===== config.mk =====
export PLATFORM = sky130hd
export DESIGN_NAME = dtpb_queue
export DESIGN_NICKNAME = d
export VERILOG_FILES = /design/src/design/dtpb_pkg.sv /design/src/design/dtpb_queue.sv
export SDC_FILE = /design/constraint.sdc
export NUM_CORES = 1
export LEC_CHECK = 0
export BUFFER_PORTS_ARGS = -buffer_cell sky130_fd_sc_hd__buf_2
export CAP_MARGIN = 20
export CORE_MARGIN = 2
export CORE_UTILIZATION = 32
export DETAILED_ROUTE_END_ITERATION = 6
export PLACE_DENSITY = 0.57
export SKIP_CTS_REPAIR_TIMING = 1
export SLEW_MARGIN = 20
export SYNTH_ARGS = -nofsm -noshare
export SYNTH_HDL_FRONTEND = slang
export SYNTH_SLANG_ARGS = --single-unit
export TNS_END_PERCENT = 50

===== constraint.sdc =====
create_clock -name clk -period 3.4 [get_ports clk]
set_clock_uncertainty 0.1 [all_clocks]
set_input_delay 0.17 -clock clk [delete_from_list [all_inputs] [get_ports clk]]
set_output_delay 0.17 -clock clk [all_outputs]
set_load 0.005 [all_outputs]

===== src/design/dtpb_pkg.sv =====
// shared types and constants of the depth to point back-projection unit
`default_nettype none

package dtpb_pkg;

	localparam int POS_W      = 12;
	localparam int SIZE_W     = 13;
	localparam int DEPTH_W    = 16;
	localparam int COLOR_W    = 8;
	localparam int CENTER_W   = 16;
	localparam int RECIP_W    = 24;
	localparam int COORD_W    = 32;
	localparam int QUEUE_DEPTH = 4;

	typedef enum logic [2:0] {
		REG_IMAGE_WIDTH     = 3'd0,
		REG_IMAGE_HEIGHT    = 3'd1,
		REG_CENTER_X        = 3'd2,
		REG_CENTER_Y        = 3'd3,
		REG_INV_FOCAL_X     = 3'd4,
		REG_INV_FOCAL_Y     = 3'd5,
		REG_INV_DEPTH_SCALE = 3'd6
	} reg_index_t;

	// one pixel with a valid depth, waiting for the arithmetic
	typedef struct packed {
		logic [DEPTH_W-1:0] depth;
		logic [POS_W-1:0]   col;
		logic [POS_W-1:0]   row;
		logic [COLOR_W-1:0] blue;
		logic [COLOR_W-1:0] green;
		logic [COLOR_W-1:0] red;
	} qent_t;

	// camera intrinsics seen by the arithmetic
	typedef struct packed {
		logic [CENTER_W-1:0] center_x;
		logic [CENTER_W-1:0] center_y;
		logic [RECIP_W-1:0]  inv_focal_x;
		logic [RECIP_W-1:0]  inv_focal_y;
		logic [RECIP_W-1:0]  inv_depth_scale;
	} cam_cfg_t;

endpackage

`default_nettype wire


===== src/design/dtpb_queue.sv =====
// short first-in first-out queue between the front and the arithmetic
`default_nettype none

module dtpb_queue (
	input  wire logic            clk,
	input  wire logic            arst_n,
	input  wire logic            push,
	input  wire dtpb_pkg::qent_t push_data,
	output logic                 full,
	input  wire logic            pop,
	output dtpb_pkg::qent_t      pop_data,
	output logic                 empty
);
	import dtpb_pkg::*;

	localparam int PTR_W = $clog2(QUEUE_DEPTH);
	localparam int CNT_W = $clog2(QUEUE_DEPTH + 1);

	qent_t             store_q [QUEUE_DEPTH];
	logic [PTR_W-1:0]  wr_ptr_q, rd_ptr_q;
	logic [CNT_W-1:0]  count_q;
	logic              do_push, do_pop;

	assign full     = (count_q == CNT_W'(QUEUE_DEPTH));
	assign empty    = (count_q == '0);
	assign do_push  = push && !full;
	assign do_pop   = pop && !empty;
	assign pop_data = store_q[rd_ptr_q];

	always_ff @(posedge clk) begin
		if (do_push) begin
			store_q[wr_ptr_q] <= push_data;
		end
	end

	always_ff @(posedge clk or negedge arst_n) begin
		if (!arst_n) begin
			wr_ptr_q <= '0;
			rd_ptr_q <= '0;
			count_q  <= '0;
		end else begin
			if (do_push) begin
				wr_ptr_q <= (wr_ptr_q == PTR_W'(QUEUE_DEPTH - 1)) ? '0 : wr_ptr_q + PTR_W'(1);
			end
			if (do_pop) begin
				rd_ptr_q <= (rd_ptr_q == PTR_W'(QUEUE_DEPTH - 1)) ? '0 : rd_ptr_q + PTR_W'(1);
			end
			case ({do_push, do_pop})
				2'b10:   count_q <= count_q + CNT_W'(1);
				2'b01:   count_q <= count_q - CNT_W'(1);
				default: count_q <= count_q;
			endcase
		end
	end

endmodule

`default_nettype wire


==> results.sh <==
export IMPL_finalNetCount=669
export IMPL_dr_total_vias=4496
export IMPL_fillerInstances=2600
export IMPL_fin_setup_tns_ns=0
export IMPL_drtIter0Drc=344
export IMPL_ys_ff_latch=263
export IMPL_gp_congestion=0.6756
export IMPL_holdCritPathClass="in2reg"
export IMPL_report_final_setup_viol=0
export IMPL_critical_path_peak_fanout=18
export IMPL_grt_pass1_vias=4839
export IMPL_preCtsSetupSlack_ns=1.183
export IMPL_synthXorXnorAreaFrac_pct=0.2714
export IMPL_num_rows=63
export IMPL_status="finished, violations left"
export IMPL_antenna_left=0
export IMPL_detail_route_wirelength_um=18510
export IMPL_port_buffers=133
export IMPL_tightest_slew_ns=1.022
export IMPL_cts_inserted_buffers=27
export IMPL_syn_num_nets=449
export IMPL_dp_cells=889
export IMPL_die_h_um=177.9
export IMPL_io_pins=134
export IMPL_grt_max_degree=67
export IMPL_syn2layout_area_growth_pct=27.67
export IMPL_powerDensity_mw_per_mm2=811.7
export IMPL_worst_hold_slack_ns=-0.005388
export IMPL_grt_total_usage_pct=11.67
export IMPL_p_sw_mw=2.748
export IMPL_viasPerCell=4.478
export IMPL_pwr_share_seq_pct=46.5
export IMPL_arrival_ns=2.31
export IMPL_cts_tree="built"
export IMPL_start_util_pct=32.58
export IMPL_multi_input_area_sq_mm=0.001697
export IMPL_dp_hpwl_um=11110
export IMPL_ys_warnings_count=0
export IMPL_max_freq_mhz=388.3
export IMPL_p_comb_share_pct=25.8
export IMPL_violations="negative hold slack"
export IMPL_drcViolationCount=0
export IMPL_wl_per_cell_um=18.44
export IMPL_syn_cell_area_sq_mm=0.009681
export IMPL_synth_top_cell_by_area="edfxtp_1"
export IMPL_wl_met2_um=8821
export IMPL_cts_max_path_buffers=3
export IMPL_ys_seq_area_share_pct=81.22
export IMPL_leakage_nw=4.241
export IMPL_synth_top_family_by_area="multiplexers"
export IMPL_wl_met3_um=945
export IMPL_synth_compound_area_share_pct=0
export IMPL_timing_final_crit_period_ns=2.575
export IMPL_cts_htree_levels=1
export IMPL_final_cell_mix="256 x edfxtp_1, 133 x buf_2, 66 x dlygate4sd3_1"
export IMPL_grt_pass1_wl_um=27970
export IMPL_cts_clk_slew_worst_paths_ns=0.06
export IMPL_end_kind="primary output"
export IMPL_synthArstFlopShare_pct=2.662
export IMPL_synth_mux_area_share_pct=15.46
export IMPL_gr_total_overflow=0
export IMPL_p_int_mw=7.284
export IMPL_synth_flop_cell="edfxtp_1"
export IMPL_fp_coreArea_sq_mm=0.02972
export IMPL_clock_latency_ns=0.52
export IMPL_layout_commonest_cell="edfxtp_1"
export IMPL_cts_num_sinks=263
export IMPL_synth_edff_count=256
export IMPL_setup_ws_ns=0.8248
export IMPL_syn_avg_cell_area_sq_um=25.88
export IMPL_die_area_sq_mm=0.03166
export IMPL_cp_start_kind="register"
export IMPL_slew_headroom_pct=31.85
export IMPL_swShare_pct=27.39
export IMPL_drt_met1_wl_um=8475
export IMPL_critical_path_class="reg2out"
export IMPL_syn_inst=374
export IMPL_yosys_area_share_simple_pct=0.7109
export IMPL_die_x_um=177.9
export IMPL_cts_root_buf="clkbuf_16"
export IMPL_irDropWorstVdd_mv=0.5253
export IMPL_fin_crit_sh_pct=75.74
export IMPL_clkPwrFrac_pct=27.7
export IMPL_slew_viol_final=0
export IMPL_antenna_found_initial=1
export IMPL_dr_max_layer_used="met4"
export IMPL_synthTopCellsByArea="edfxtp_1 79%, mux4_2 15%, dfrtp_1 1.8%"
export IMPL_first_pass_iters=6
export IMPL_layout_drive_gt1_share_pct=41.76
export IMPL_finalCoreUtilization_pct=41.59
export IMPL_rsz0062_at_grt="no"
export IMPL_max_cap_viol_count=0
export IMPL_final_cells=1004
export IMPL_seq_area_sq_mm=0.007870
export IMPL_synth_distinct_cells=21
export IMPL_required_ns=3.13
export IMPL_hold_viol_final=1
export IMPL_netlist_area_leader_share_pct=79.41
export IMPL_synth_adder_area_share_pct=0.9823
-- cell usage after synthesis (2+ instances only) --
cell      instances
edfxtp_1        256
mux4_2           64
dfrtp_1           7
inv_1             7
buf_2             6
ha_1              6
buf_6             5
and2_1            4
nor2_1            3
buf_4             2
mux2_1            2
mux2_2            2
xor2_1            2
-- final timing paths --
path / slack, ns / startpoint / end / cells after the start
worst max-delay path: 0.82 / rd_ptr_q[0]$_DFFE_PN0P_ / pop_data[0] / 3
worst min-delay path: -0.005 / pop / rd_ptr_q[1]$_DFFE_PN0P_ / 3
worst max register to register: 1.21 / count_q[0]$_DFFE_PN0P_ / count_q[2]$_DFFE_PN0P_ / 9
worst min register to register: 0.44 / count_q[2]$_DFFE_PN0P_ / count_q[2]$_DFFE_PN0P_ / 1
max in group asynchronous: 2.43 / arst_n / rd_ptr_q[1]$_DFFE_PN0P_ / 3
min in group asynchronous: 0.49 / arst_n / count_q[1]$_DFFE_PN0P_ / 3
-- state kept, by name, indices dropped and copies added (netlist names) --
name,flops
count_q,3
rd_ptr_q,2
store_q,256
wr_ptr_q,2
-- routing by layer --
metal | up-vias | track usage, %
met4 | 0 | 2.903
met3 | 20 | 3.021
met1 | 2331 | 15.84
met5 | - | 0
li1 | 2036 | -
met2 | 109 | 18.81
-- metrics by stage --
step | instance area (sq um) | power, mW
6_report | 12360 | 10.03
5_1_grt | 12360 | 10.59
4_1_cts | 11700 | 10.20
3_5_place_dp | 10850 | 7.380
3_3_place_gp | 10850 | 7.287
2_1_floorplan | 9681 | 6.242
-- power groups by stage --
stage               clock network (mW)  registers, mW  logic [mW]
detailed placement                   0           4.75        2.63
CTS                               2.87           4.69        2.64
global placement                     0           4.71        2.58
global route                      2.99           4.74        2.86
floorplan                            0           4.49        1.76
finish                            2.78           4.66        2.59
-- critical path, cell delays in order, from the launching register on --
cell     delay, ns
dfrtp_4       0.64
buf_4         0.42
mux4_2        0.57
buf_2         0.15
-- layout make-up --
type	instances	share of cell area, %
Inverter	7	0.2126
Multi-Input combinational cell	90	13.73
Clock buffer	29	5.527
Timing Repair Buffer	205	11.60
Clock inverter	19	1.286
Sequential cell	263	63.68
Antenna cell	1	0.02025
Tap cell	390	3.948
-- cells by family (layout without fill, tap and decap cells) --
| kind of cell | count (synthesis) | count (layout) |
|---|---|---|
| xor+xnor | 3 | 3 |
| flops | 263 | 263 |
| simple gates | 11 | 11 |
| fa+ha+maj | 7 | 7 |
| other cells | 0 | 1 |
| mux | 69 | 69 |
| buf+inv | 21 | 260 |
No activity file was read; power rests on OpenSTA's default activity.
