$ cat config.mk
export PLATFORM = sky130hd
export DESIGN_NAME = dtpb_front
export DESIGN_NICKNAME = d
export VERILOG_FILES = /design/src/design/dtpb_pkg.sv /design/src/design/dtpb_front.sv
export SDC_FILE = /design/constraint.sdc
export NUM_CORES = 1
export LEC_CHECK = 0
export BUFFER_PORTS_ARGS = -buffer_cell sky130_fd_sc_hd__buf_2
export CAP_MARGIN = 20
export CORE_ASPECT_RATIO = 1.2
export CORE_MARGIN = 2
export CORE_UTILIZATION = 35
export DETAILED_ROUTE_END_ITERATION = 7
export PLACE_DENSITY = 0.76
export REMOVE_ABC_BUFFERS = 1
export SYNTH_ARGS = -nofsm -noshare
export SYNTH_HDL_FRONTEND = slang
export SYNTH_SLANG_ARGS = --single-unit
$ cat constraint.sdc
create_clock -name clk -period 3.05 [get_ports clk]
set_input_delay 0.1525 -clock clk [delete_from_list [all_inputs] [get_ports clk]]
set_output_delay 0.1525 -clock clk [all_outputs]
set_load 0.03 [all_outputs]
$ cat src/design/dtpb_pkg.sv
// shared types and constants of the depth to point back-projection unit
`default_nettype none

package dtpb_pkg;

	localparam int POS_W      = 12;
	localparam int SIZE_W     = 13;
	localparam int DEPTH_W    = 16;
	localparam int COLOR_W    = 8;
	localparam int CENTER_W   = 16;
	localparam int RECIP_W    = 24;
	localparam int COORD_W    = 32;
	localparam int QUEUE_DEPTH = 4;

	typedef enum logic [2:0] {
		REG_IMAGE_WIDTH     = 3'd0,
		REG_IMAGE_HEIGHT    = 3'd1,
		REG_CENTER_X        = 3'd2,
		REG_CENTER_Y        = 3'd3,
		REG_INV_FOCAL_X     = 3'd4,
		REG_INV_FOCAL_Y     = 3'd5,
		REG_INV_DEPTH_SCALE = 3'd6
	} reg_index_t;

	// one pixel with a valid depth, waiting for the arithmetic
	typedef struct packed {
		logic [DEPTH_W-1:0] depth;
		logic [POS_W-1:0]   col;
		logic [POS_W-1:0]   row;
		logic [COLOR_W-1:0] blue;
		logic [COLOR_W-1:0] green;
		logic [COLOR_W-1:0] red;
	} qent_t;

	// camera intrinsics seen by the arithmetic
	typedef struct packed {
		logic [CENTER_W-1:0] center_x;
		logic [CENTER_W-1:0] center_y;
		logic [RECIP_W-1:0]  inv_focal_x;
		logic [RECIP_W-1:0]  inv_focal_y;
		logic [RECIP_W-1:0]  inv_depth_scale;
	} cam_cfg_t;

endpackage

`default_nettype wire

$ cat src/design/dtpb_front.sv
// raster position tracking and zero-depth filtering of incoming pixels
`default_nettype none

module dtpb_front #(
	parameter int MAX_COLS = 4096,
	parameter int MAX_ROWS = 4096
) (
	input  wire logic                         clk,
	input  wire logic                         arst_n,
	input  wire logic                         pixel_valid,
	output logic                              pixel_ready,
	input  wire logic [15:0]                  depth_sample,
	input  wire logic [7:0]                   blue,
	input  wire logic [7:0]                   green,
	input  wire logic [7:0]                   red,
	input  wire logic                         frame_start,
	input  wire logic [12:0]                  image_width,
	input  wire logic [12:0]                  image_height,
	output logic                              push,
	output dtpb_pkg::qent_t                   push_data,
	input  wire logic                         full
);
	import dtpb_pkg::*;

	localparam int COL_W = $clog2(MAX_COLS);
	localparam int ROW_W = $clog2(MAX_ROWS);
	localparam logic [SIZE_W-1:0] MAX_W = SIZE_W'(MAX_COLS);
	localparam logic [SIZE_W-1:0] MAX_H = SIZE_W'(MAX_ROWS);

	logic [COL_W-1:0]  col_q, col_cur, col_nxt;
	logic [ROW_W-1:0]  row_q, row_cur, row_nxt;
	logic [SIZE_W-1:0] w_eff, h_eff, col_inc, row_inc;
	logic              accept;

	always_comb begin
		if (image_width == '0) begin
			w_eff = SIZE_W'(1);
		end else if (image_width > MAX_W) begin
			w_eff = MAX_W;
		end else begin
			w_eff = image_width;
		end
		if (image_height == '0) begin
			h_eff = SIZE_W'(1);
		end else if (image_height > MAX_H) begin
			h_eff = MAX_H;
		end else begin
			h_eff = image_height;
		end
	end

	// frame start puts this pixel at the origin
	assign col_cur = frame_start ? '0 : col_q;
	assign row_cur = frame_start ? '0 : row_q;
	assign col_inc = SIZE_W'(col_cur) + SIZE_W'(1);
	assign row_inc = SIZE_W'(row_cur) + SIZE_W'(1);

	always_comb begin
		col_nxt = col_inc[COL_W-1:0];
		row_nxt = row_cur;
		if (col_inc >= w_eff) begin
			col_nxt = '0;
			row_nxt = (row_inc >= h_eff) ? '0 : row_inc[ROW_W-1:0];
		end
	end

	assign pixel_ready = !full;
	assign accept      = pixel_valid && pixel_ready;
	assign push        = accept && (depth_sample != '0);

	always_comb begin
		push_data.depth = depth_sample;
		push_data.col   = POS_W'(col_cur);
		push_data.row   = POS_W'(row_cur);
		push_data.blue  = blue;
		push_data.green = green;
		push_data.red   = red;
	end

	always_ff @(posedge clk or negedge arst_n) begin
		if (!arst_n) begin
			col_q <= '0;
			row_q <= '0;
		end else if (accept) begin
			col_q <= col_nxt;
			row_q <= row_nxt;
		end
	end

endmodule

`default_nettype wire

==> results.env <==
MAX_CAP_VIOL_COUNT=0
TIMING.RR.END='row_q[5]'
CRITICAL_PATH.ENDPOINT='row_q[5]'
POST_ROUTE_CELLS_DRIVE_ABOVE_1_SHARE_PCT=48.0
POSTSYNTHCELLCOUNT=329
FINALWEIGHTEDCONGESTION=0.815
CORE.ROWCOUNT=34
FINAL.SETUP.WORST_SLACK_NS=-0.137
DIEAREA_UM2=8360
NUMBER_OF_BUFFERS_CREATED_BY_CTS=3
STATUS='finished, violations left'
PATH_COMMON_CELL='and3_4'
MULTI_INPUT_COMB_AREA_UM2=1970
WORST-R2R-SETUP-SLACK_NS=-0.14
FIN_WORST_HOLD_SLACK_NS=0.305
UNREPAIRED_SETUP_ENDPOINTS_AFTER_GLOBAL_ROUTING='true'
NUMBER_OF_GLOBAL_ROUTE_VIAS_BEFORE_REPAIR=2715
IO_PINS=137
FMAXACHIEVABLE_MHz=314
ROUTE.DETAILED.VIAS_PER_INST=5.21
CP-END-KIND='register'
MAX-CLOCK-PATH-BUFFERS=2
VDD_IR_DROP_MAX_mV=0.179
INITIAL_CELL_DENSITY_OF_THE_CORE_PCT=36.5
SETUP.WORST_PATH.START_CLASS='register'
CRITICAL_PATH.REG2REG.STARTPOINT='row_q[1]'
CTS.HTREE.LEVELS=1
HOLD_PATH_CLASS='in2out'
DIE_WIDTH_UM=83.8
MOSTFREQUENTLAYOUTCELLS='88 x buf_2, 56 x nand2_1, 55 x buf_4'
SETUP_VIOLATIONS=13
POST_DRT_WL_PER_CELL_UM=16.4
DRV_SLEW=0
GRT_START_MAX_NET_PINS=25
SEQUENTIAL_CELL_AREA_UM2=601
YS.FLOP_TYPE='dfrtp_1'
POWERDENSITY_nW_PER_UM2=239
PERIOD_SHARE_PCT=104
GLOBALROUTE.TOTALOVERFLOW=0
ROUTE.ANTENNA.REMAINING_NETS=0
DRT_FIRST_PASS_ITERS=4
GRT.TOTAL_USAGE_PCT=19.5
WORST_SKEW_PAIR.LATE_LATENCY_NS=0.27
CRITICALPATHCATEGORY='reg2reg'
WORST_TRAN_PIN_VALUE_NS=0.709
FINALHOLDVIOLATIONS=0
CHIPHEIGHT_UM=99.7
DRT_DRC=0
FINAL_COMMON_CELL='buf_2'
NETLIST-CELL-TYPE-COUNT=47
FILL_CELLS=659
CTS.CLK_SLEW.WORST_PATHS_NS=0.09
CLOCK-SKEW-FINAL_NS=0.00571
LAYOUT-AREA-OVERHEAD-VS-SYNTH_PCT=43.0
NETS=533
LAYOUT_MIN_CYCLE_TIME_NS=3.19
TOTALNEGATIVESETUPSLACK_NS=-1.07
ANTENNA_FOUND_INITIAL=0
WORST_EP_REQUIRED_TIME_NS=3.25
ROOT_BUF_CELL='clkbuf_8'
ROUTED-VIA-COUNT=2724
WORST-ENDPOINT-ARRIVAL_NS=3.39
SYNTH-ASYNC-RESET-RATIO_PCT=100
DPL.HPWL_MM=6.08
START_POINT_OF_THE_CRITICAL_PATH='row_q[1]'
CRIT_PATH_MAX_FANOUT=5
TIMING.CRITICAL_PATH.SLOWEST_CELL_DELAY_NS=0.43
POST_DP_CELL_AREA_UM2=3190
SYN_AREA_PER_CELL_UM2=8.13
WORST_SLEW_MARGIN_REL_PCT=52.6
SYNTH-SEQ-AREA-SHARE_PCT=22.5
GRT_PASS1_WL_MM=13.2
PORTBUFFERS=88
FINALINSTANCEAREA_UM2=3820
TRITONCTS_CLOCK_TREE='built'
NUMBER_OF_WARNING_MESSAGES_IN_THE_YOSYS_LOG=0
DETAIL_ROUTE.WIRELENGTH_MM=8.56
CORE_AREA_UM2=7320
CRIT_PATH_CELL_TRACE='nor2b_4 > ha_4 > nand2_4 > nor3_4 > and3_4 > and3_4 > and3_4 > ha_4 > nand2_2 > o21ai_1 > a2111o_1 > a31oi_4 > buf_12 > buf_12 > nand3b_1 > a21oi_2'
P_LEAK_nW=2.05
SLOWEST_STAGE='a2111o_1'
CLOCK_SINKS=24
ANTENNA-DIODE-COUNT=0
SYNTH_SEQ_CELLS=24
WORST_R2R_PATH_DEPTH=16
EDFF_COUNT_SYNTH=0
VIOLATIONS='negative setup slack'
FIRST_ITER_VIOLATIONS=178
SYNTHESIS.AREA_UM2=2670
layer usage:
metal  wire length [um]  track usage [%]  vias to the layer above  share of wire [%]
li1                   -                -                     1319                  -
met1               3280             22.7                     1269                 38
met2               4280             32.4                      117                 50
met3                801             7.97                       17                9.4
met4                138             6.20                        2                1.6
met5                 64             5.45                        -               0.75
cells in the mapped netlist (all sizes together), types with 3 or more instances:
cell type	count	area share, %
nand2b	7	1.6
a21oi	9	2.0
a32o	5	1.9
nand2	62	8.7
nor2b	20	4.7
buf	46	13
a21boi	3	0.84
inv	10	1.4
xor2	11	3.6
nand3b	3	0.84
nor2	11	1.5
nand3	6	1.1
a21o	5	1.4
nor3	5	1.4
nor4	8	1.9
o21ai	15	3.1
nand4	3	0.70
a31oi	7	2.2
clkbuf	6	0.89
dfrtp	24	22
xnor2	7	2.6
ha	28	13
and3	10	2.3
area by class of cell:
type                            count  share of cell area [%]
Clock inverter                      1                   0.786
Multi-Input combinational cell    243                    51.6
Sequential cell                    24                    15.7
Inverter                           10                   0.982
Tap cell                           90                    2.95
Timing Repair Buffer              152                    26.9
Clock buffer                        3                    1.08
through the flow:
| stage | setup WS (ns) | power, mW | std cells | util (%) |
|---|---|---|---|---|
| after detailed placement | -0.289 | 0.587 | 494 | 43.6 |
| after global routing | -0.305 | 0.963 | 523 | 52.2 |
| after global placement | -0.169 | 0.580 | 494 | 43.6 |
| after floorplan | -0.848 | 0.445 | 277 | - |
| final | -0.137 | 0.914 | 523 | 52.2 |
| after CTS | -0.0469 | 0.902 | 517 | 49.3 |
repair_timing:
item,in CTS,in global routing
buffers inserted,16,6
gates resized for setup,38,30
endpoints found under the setup margin,24,24
hold endpoints to repair,24,0
cloned,2,1
hold buffers,1,0
pin swaps,29,27
registers in the layout, indices dropped and copies added (netlist names):
name	flops
row_q	12
col_q	12
critical path, delay by kind of cell, from the launching register on:
family          cells  cell delay [ns]
buf+inv             2             0.26
flops               1             0.38
fa+ha+maj           2             0.36
simple gates        8             1.23
compound gates      4             0.89
power by group:
| group | leakage (nW) | internal, mW | switching, mW | total, mW |
|---|---|---|---|---|
| Clock | 0.0357 | 0.176 | 0.108 | 0.283 |
| Combinational | 1.68 | 0.138 | 0.161 | 0.299 |
| Sequential | 0.332 | 0.326 | 0.00606 | 0.332 |
| Total | 2.05 | 0.639 | 0.275 | 0.914 |
logic make-up after synthesis:
| logic type | synth area share (%) |
|---|---|
| fa+ha+maj | 13.1 |
| flops | 22.5 |
| simple gates | 25.6 |
| compound gates | 17.4 |
| xor+xnor | 6.18 |
| buf+inv | 15.2 |
worst min-delay path by stage:
stage,start,end,slack [ns],depth (start not counted)
final,red[4],push_data[4],0.31,0
after global routing,red[4],push_data[4],0.31,0
after CTS,green[3],push_data[11],0.31,0
after detailed placement,arst_n,row_q[3],0.17,1
after global placement,arst_n,row_q[3],0.16,1
after floorplan,arst_n,col_q[0],-0.14,0
No activity file was read; power rests on OpenSTA's default activity.
